--- src/hw/rtl/envelope_generator_with_loops_assert.svh ---
// Assertion macros for the envelope generator with loops.
// Used by the RTL modules that carry concurrent checks; no other dependency.
`ifndef ENVELOPE_GENERATOR_WITH_LOOPS_ASSERT_SVH
`define ENVELOPE_GENERATOR_WITH_LOOPS_ASSERT_SVH
`ifndef SYNTHESIS
`define EGL_ASSERT(lbl, prop) \
  lbl: assert property (@(posedge clk) disable iff (rst) prop) \
    else $error("envelope generator check failed");
`define EGL_ASSERT_IMP(lbl, ante, cons) \
  lbl: assert property (@(posedge clk) disable iff (rst) (ante) |-> (cons)) \
    else $error("envelope generator check failed");
`else
`define EGL_ASSERT(lbl, prop)
`define EGL_ASSERT_IMP(lbl, ante, cons)
`endif
`endif

--- src/hw/rtl/egl_pkg.sv ---
// Shared types and constants of the envelope generator with loops.
// No dependencies; used by egl_front, egl_back and the top level.
package egl_pkg;

  localparam int FRAC_BITS  = 16;
  localparam int TICK_W     = 16;
  localparam int LEVEL_W    = 16;
  localparam int TT_W       = TICK_W + FRAC_BITS;
  localparam int CFG_DATA_W = 24;
  localparam int CFG_IDX_W  = 3;
  localparam int QDEPTH     = 2;

  localparam logic [1:0] ACT_WRITE    = 2'd0;
  localparam logic [1:0] ACT_NOTE_ON  = 2'd1;
  localparam logic [1:0] ACT_NOTE_OFF = 2'd2;
  localparam logic [1:0] ACT_QUERY    = 2'd3;

  localparam logic [CFG_IDX_W-1:0] REG_LOOP_ON       = 3'd0;
  localparam logic [CFG_IDX_W-1:0] REG_LOOP_START    = 3'd1;
  localparam logic [CFG_IDX_W-1:0] REG_LOOP_STOP     = 3'd2;
  localparam logic [CFG_IDX_W-1:0] REG_SUSTAIN_ON    = 3'd3;
  localparam logic [CFG_IDX_W-1:0] REG_SUSTAIN_START = 3'd4;
  localparam logic [CFG_IDX_W-1:0] REG_SUSTAIN_STOP  = 3'd5;
  localparam logic [CFG_IDX_W-1:0] REG_TICK_RATE     = 3'd6;
  localparam logic [CFG_IDX_W-1:0] REG_NODE_TOTAL    = 3'd7;

  localparam logic [23:0] TICK_RATE_RESET  = 24'h010000;
  localparam logic [5:0]  NODE_TOTAL_RESET = 6'd2;

  typedef enum logic [1:0] {
    OP_WRITE,
    OP_NOTE_ON,
    OP_NOTE_OFF,
    OP_QUERY
  } op_t;

  typedef struct packed {
    logic [1:0]         action;
    logic [4:0]         entry_index;
    logic [15:0]        entry_tick;
    logic signed [15:0] entry_level;
    logic [39:0]        sample_pos;
  } in_t;

  typedef struct packed {
    logic signed [15:0] level;
    logic               finished;
  } out_t;

  typedef struct packed {
    logic        loop_on;
    logic [15:0] loop_start;
    logic [15:0] loop_stop;
    logic        sustain_on;
    logic [15:0] sustain_start;
    logic [15:0] sustain_stop;
    logic [23:0] tick_rate;
    logic [5:0]  node_total;
  } cfg_t;

  typedef struct packed {
    op_t op;
    in_t item;
  } qent_t;

  typedef struct packed {
    logic  valid;
    qent_t ent;
  } head_t;

endpackage

--- src/hw/rtl/egl_front.sv ---
// Front end: accepts transactions, classifies the action, queues them.
// Depends on egl_pkg.
module egl_front (
  input  logic           clk,
  input  logic           rst,
  input  logic           start,
  output logic           busy,
  input  egl_pkg::in_t   item,
  input  logic           pop,
  output egl_pkg::head_t head
);

  localparam int QAW = $clog2(egl_pkg::QDEPTH);
  localparam int QCW = $clog2(egl_pkg::QDEPTH + 1);

  egl_pkg::qent_t q [egl_pkg::QDEPTH];
  logic [QAW-1:0] wr_ptr;
  logic [QAW-1:0] rd_ptr;
  logic [QCW-1:0] count;
  logic           push;
  egl_pkg::qent_t ent_in;

  always_comb begin
    ent_in.item = item;
    case (item.action)
      egl_pkg::ACT_WRITE:    ent_in.op = egl_pkg::OP_WRITE;
      egl_pkg::ACT_NOTE_ON:  ent_in.op = egl_pkg::OP_NOTE_ON;
      egl_pkg::ACT_NOTE_OFF: ent_in.op = egl_pkg::OP_NOTE_OFF;
      default:               ent_in.op = egl_pkg::OP_QUERY;
    endcase
  end

  assign busy       = (count == QCW'(egl_pkg::QDEPTH));
  assign push       = start && !busy;
  assign head.valid = (count != '0);
  assign head.ent   = q[rd_ptr];

  always_ff @(posedge clk) begin
    if (push) begin
      q[wr_ptr] <= ent_in;
    end
  end

  always_ff @(posedge clk) begin
    if (rst) begin
      wr_ptr <= '0;
      rd_ptr <= '0;
      count  <= '0;
    end else begin
      if (push) begin
        wr_ptr <= (wr_ptr == QAW'(egl_pkg::QDEPTH - 1)) ? '0 : wr_ptr + QAW'(1);
      end
      if (pop) begin
        rd_ptr <= (rd_ptr == QAW'(egl_pkg::QDEPTH - 1)) ? '0 : rd_ptr + QAW'(1);
      end
      case ({push, pop})
        2'b10:   count <= count + QCW'(1);
        2'b01:   count <= count - QCW'(1);
        default: count <= count;
      endcase
    end
  end

endmodule

--- config.mk ---
export PLATFORM = sky130hd
export DESIGN_NAME = egl_front
export DESIGN_NICKNAME = d
export VERILOG_FILES = /design/src/hw/rtl/envelope_generator_with_loops_assert.svh /design/src/hw/rtl/egl_pkg.sv /design/src/hw/rtl/egl_front.sv
export SDC_FILE = /design/constraint.sdc
export NUM_CORES = 1
export LEC_CHECK = 0
export BUFFER_PORTS_ARGS = -buffer_cell sky130_fd_sc_hd__buf_4
export CAP_MARGIN = 40
export CORE_MARGIN = 2
export CORE_UTILIZATION = 47
export DETAILED_ROUTE_END_ITERATION = 12
export HOLD_SLACK_MARGIN = 0.03
export PLACE_DENSITY = 0.87
export RECOVER_POWER = 50
export SKIP_CTS_REPAIR_TIMING = 1
export SLEW_MARGIN = 20
export SYNTH_ARGS = -nofsm -noshare
export SYNTH_HDL_FRONTEND = slang
export SYNTH_SLANG_ARGS = --single-unit
--- constraint.sdc ---
create_clock -name clk -period 3 [get_ports clk]
set_input_delay 0.75 -clock clk [delete_from_list [all_inputs] [get_ports clk]]
set_output_delay 0.75 -clock clk [all_outputs]
set_load 0.05 [all_outputs]
* Word level (Yosys, flattened, before mapping) *
Memories as Yosys holds them, arrays and structs flattened. A register that Yosys moved wholly into a read port is not among the register bits.
Index checks and enable logic that the tools add are counted.

word-level totals
  flip-flop bits (word level) = 4
  RAM bits = 162
  input bits = 83
  logic and storage cells = 26
  memories = 1

cells by class
  $add $sub $neg = 4
  equal/unequal tests = 5
  multiplexer cells = 8
  reductions and logical operators = 5

memory list
  name  words  width  read ports  clocked after Yosys merged registers in  wr ports  RTL line         text
  q     2      81     1           1                                        1         egl_front.sv:16  egl_pkg::qent_t q [egl_pkg::QDEPTH];

operators with widths
  kind                                                                number
  2-bit == test, second input constant                                3
  1-bit 2-to-1 mux                                                    6
  2-bit case mux with 3 select lines                                  1
  2-bit by 1-bit == test with 1-bit output, second input constant     2
  2-bit case mux with 2 select lines                                  1
  2-bit nonzero test                                                  2
  1-bit adder, second input constant                                  2
  2-bit by 1-bit adder with 2-bit output, second input constant       1
  2-bit zero test                                                     1
  2-bit by 1-bit subtractor with 2-bit output, second input constant  1
  1-bit logical AND                                                   1
  1-bit zero test                                                     1

* Logic depth before layout (Yosys ltp) *
  word-level depth = 5
  mapped depth = 6
  gate-level depth less buffers = 6

* Worst setup path before layout *
No wires, ideal clock.

  path type = input to register
  start point = in start
  end point = mem q[0][0] in the netlist's numbering (enable)
  setup time = 435 ps
  arrival time = 2722 ps
  required time = 2565 ps
  slack = -157 ps
  stages = 3
  buffers on the path = 0
  cells stage by stage = inv_1 > or3_1 > inv_1

on the way
  cells in the longest elaborated chain, start to end = 3

RTL lines
  what                                    RTL line         text
  start, declared                         egl_front.sv:6   input logic start,
  1-bit logical AND                       egl_front.sv:34  assign push = start && !busy;
  1-bit 2-to-1 mux                        egl_front.sv:39  if (push) begin
  1-bit 2-to-1 mux (implied by the code)  egl_front.sv:40  q[wr_ptr] <= ent_in;
  end, declared                           egl_front.sv:16

Every way passes these cells.

==> out/results.txt <==
status -> completed
reg2reg end -> q[1][22]
share of cells above drive strength 1 -> 54.1%
Vias/cell -> 4.90
CP endpoint kind -> primary output
DRC violations left -> 0
Hold WC Path Type -> reg -> reg
diode count -> 0
wire length per cell -> 17.0 µm
port buffer count -> 165
DR vias -> 3150
Root Buffer -> clkbuf_16
gr ovfl total -> 0
Syn Area/Cell -> 21.7 µm²
reg2reg path depth -> 3
number of global-route vias before repair -> 3435
max frequency -> 378 MHz
first-pass GRT wire length -> 17400 µm
CTS H-Tree Depth -> 4
WS Path Type -> reg -> out
crit-path leading delay family -> flip-flops
Routed Wire Length -> 10900 µm
most frequent cells in the layout -> 162 x edfxtp_1, 89 x buf_4, 81 x mux2_2, 50 x clkbuf_4, 33 x clkbuf_1
clk buf depth -> 2
setup violators final -> 0
required time of the worst setup path -> 2.25 ns
slowest stage delay, CP -> 0.59 ns
Iter 0 DRT Violations -> 153
pwr/cell area -> 788 nW/µm²
Layout Nets -> 543
Area contributors post-synth -> edfxtp_1 80%, mux2_2 15%, dfxtp_1 1.7%
post-synthesis cell area -> 6050 µm²
full die area -> 13800 µm²
clock skew -> 0.00567 ns
top fanout value on the critical path -> 41
flops & latches, synth -> 167
max-slew violation count -> 0
Data arrival, critical path -> 1.89 ns
Worst Setup Slack, final -> 0.358 ns
DP HPWL -> 7440 µm
TNS Setup -> 0 ns
unrepaired setup endpoints after global routing -> no
startpoint types -> register
final core occ -> 63.6%
core area -> 12600 µm²
R2R Setup Slk -> 0.55 ns
Slew HR -> 35.4%
Critical-path top delay cell -> dfxtp_4
GR Util All Layers -> 16.6%
Hold Crit Depth -> 2
sequential fraction of the synthesis area -> 82.1%
WHS Endpoint -> rd_ptr
row cnt -> 41
Final Hold Fails -> 0
Clock Pin Slew Worst Setup and Hold Paths -> 0.06 ns
IO Pins -> 166
worst hold start -> rd_ptr
CTS tree -> built
Synth cell types -> 18
Die Y -> 117 µm
syn nets -> 363
buffer and inverter count on the worst path -> 2
DRT Pass-1 Iters -> 4
Max Cap Viol -> 0
period utilization -> 88.1%
Clk Latency, worst-skew pair -> 0.41 ns
maximum VDD drop -> 0.585 mV
Tmin final -> 2.64 ns
Synth area leader -> edfxtp_1
Inserted Clock Buffers -> 17
die width -> 117 µm
routability cong. -> 0.679
Slew @ Worst Pin -> 0.969 ns
setup slack after placement -> 0.766 ns
Yosys warning count -> 0
initial antenna violation count -> 0
Syn Inst Count -> 279
CP Cell Sequence -> buf_12, mux2_2, buf_4
area grow syn2layout -> 32.1%
initial core utilization -> 48.1%
top cell type's share of synthesized area -> 80.4%
CTS Sinks -> 167
leak pwr -> 2.90 nW
largest net degree at the start of global routing -> 42
RR Startpoint -> count[0]
most common cell after layout, fill and taps aside -> edfxtp_1
Final ANT Viol Nets -> 0
[state kept, by name (all words and copies together), names as in the netlist, named ones only]
register	cells
q	162
count	2
rd_ptr	1
wr_ptr	1
[worst min-delay path, cell delays in order, from the launching register on]
cell and delay (ns):
dfxtp_1 0.32, xnor2_1 0.08, nor2_1 0.08
[synth_stat cells]
cell and count:
mux2_2 81, nor2_1 3, or3_1 2, xor2_1 1, clkbuf_1 2, inv_1 2
o21ai_0 2, nand2_1 1, a21oi_1 2, ha_1 1, xnor2_1 2, and3_1 1
edfxtp_1 162, inv_2 1, dfxtp_1 5, or2_2 1, nand2b_2 1, buf_2 9
[per-layer routing]
| layer | wire, µm | track usage (%) | up-vias |
|---|---|---|---|
| li1 | - | - | 1464 |
| met2 | 5890 | 29.7 | 103 |
| met5 | 0 | 0 | - |
| met3 | 587 | 5.35 | 19 |
| met1 | 4220 | 17.9 | 1564 |
| met4 | 243 | 7.38 | 0 |
[metrics by stage]
stage	area, µm²	power (mW)	hold slack [ns]	std cells
2_1_floorplan	6050	3.80	0.451	279
3_3_place_gp	7540	4.21	0.478	612
3_5_place_dp	7540	4.24	0.499	612
4_1_cts	8130	6.38	0.499	643
5_1_grt	7990	6.51	0.513	643
6_report	7990	6.30	0.514	643
[cells by family (layout without fill, tap and decap cells)]
kind of cell | after synthesis | in the layout | synth area share [%]
DFF | 167 | 167 | 82.1
muxes | 81 | 81 | 15.1
buffers and inverters | 14 | 206 | 1.06
and+or+nand+nor | 9 | 9 | 0.807
AOI/OAI and AO/OA | 4 | 4 | 0.331
xor gates and xnor gates | 3 | 3 | 0.435
adders and majority gates | 1 | 1 | 0.207
[how the worst max path moves through the flow]
| stage | from | endpoint | slack (ns) | depth (start not counted) |
|---|---|---|---|---|
| finish | register | head[65] | 0.36 | 3 |
| global route | register | head[77] | 0.24 | 3 |
| CTS | register | head[77] | 0.31 | 3 |
| detailed placement | register | head[77] | 0.77 | 3 |
| global placement | register | head[75] | 0.77 | 3 |
| floorplan | start | q[0][0] | 0.49 | 3 |
[power breakdown]
| part | internal (mW) | switching, mW | total (mW) |
|---|---|---|---|
| clock | 1.30 | 0.840 | 2.14 |
| combinational | 0.421 | 0.866 | 1.29 |
| sequential | 2.81 | 0.0623 | 2.87 |
| total | 4.53 | 1.77 | 6.30 |
[area by class of cell]
type / instances / area (µm²)
Clock buffer: 19 / 433
Clock inverter: 12 / 154
Fill cell: 918 / 4580
Inverter: 3 / 15.0
Multi-Input combinational cell: 98 / 1020
Sequential cell: 167 / 4970
Tap cell: 172 / 215
Timing Repair Buffer: 172 / 1180
Note: power is estimated with default switching activity, not from simulation.
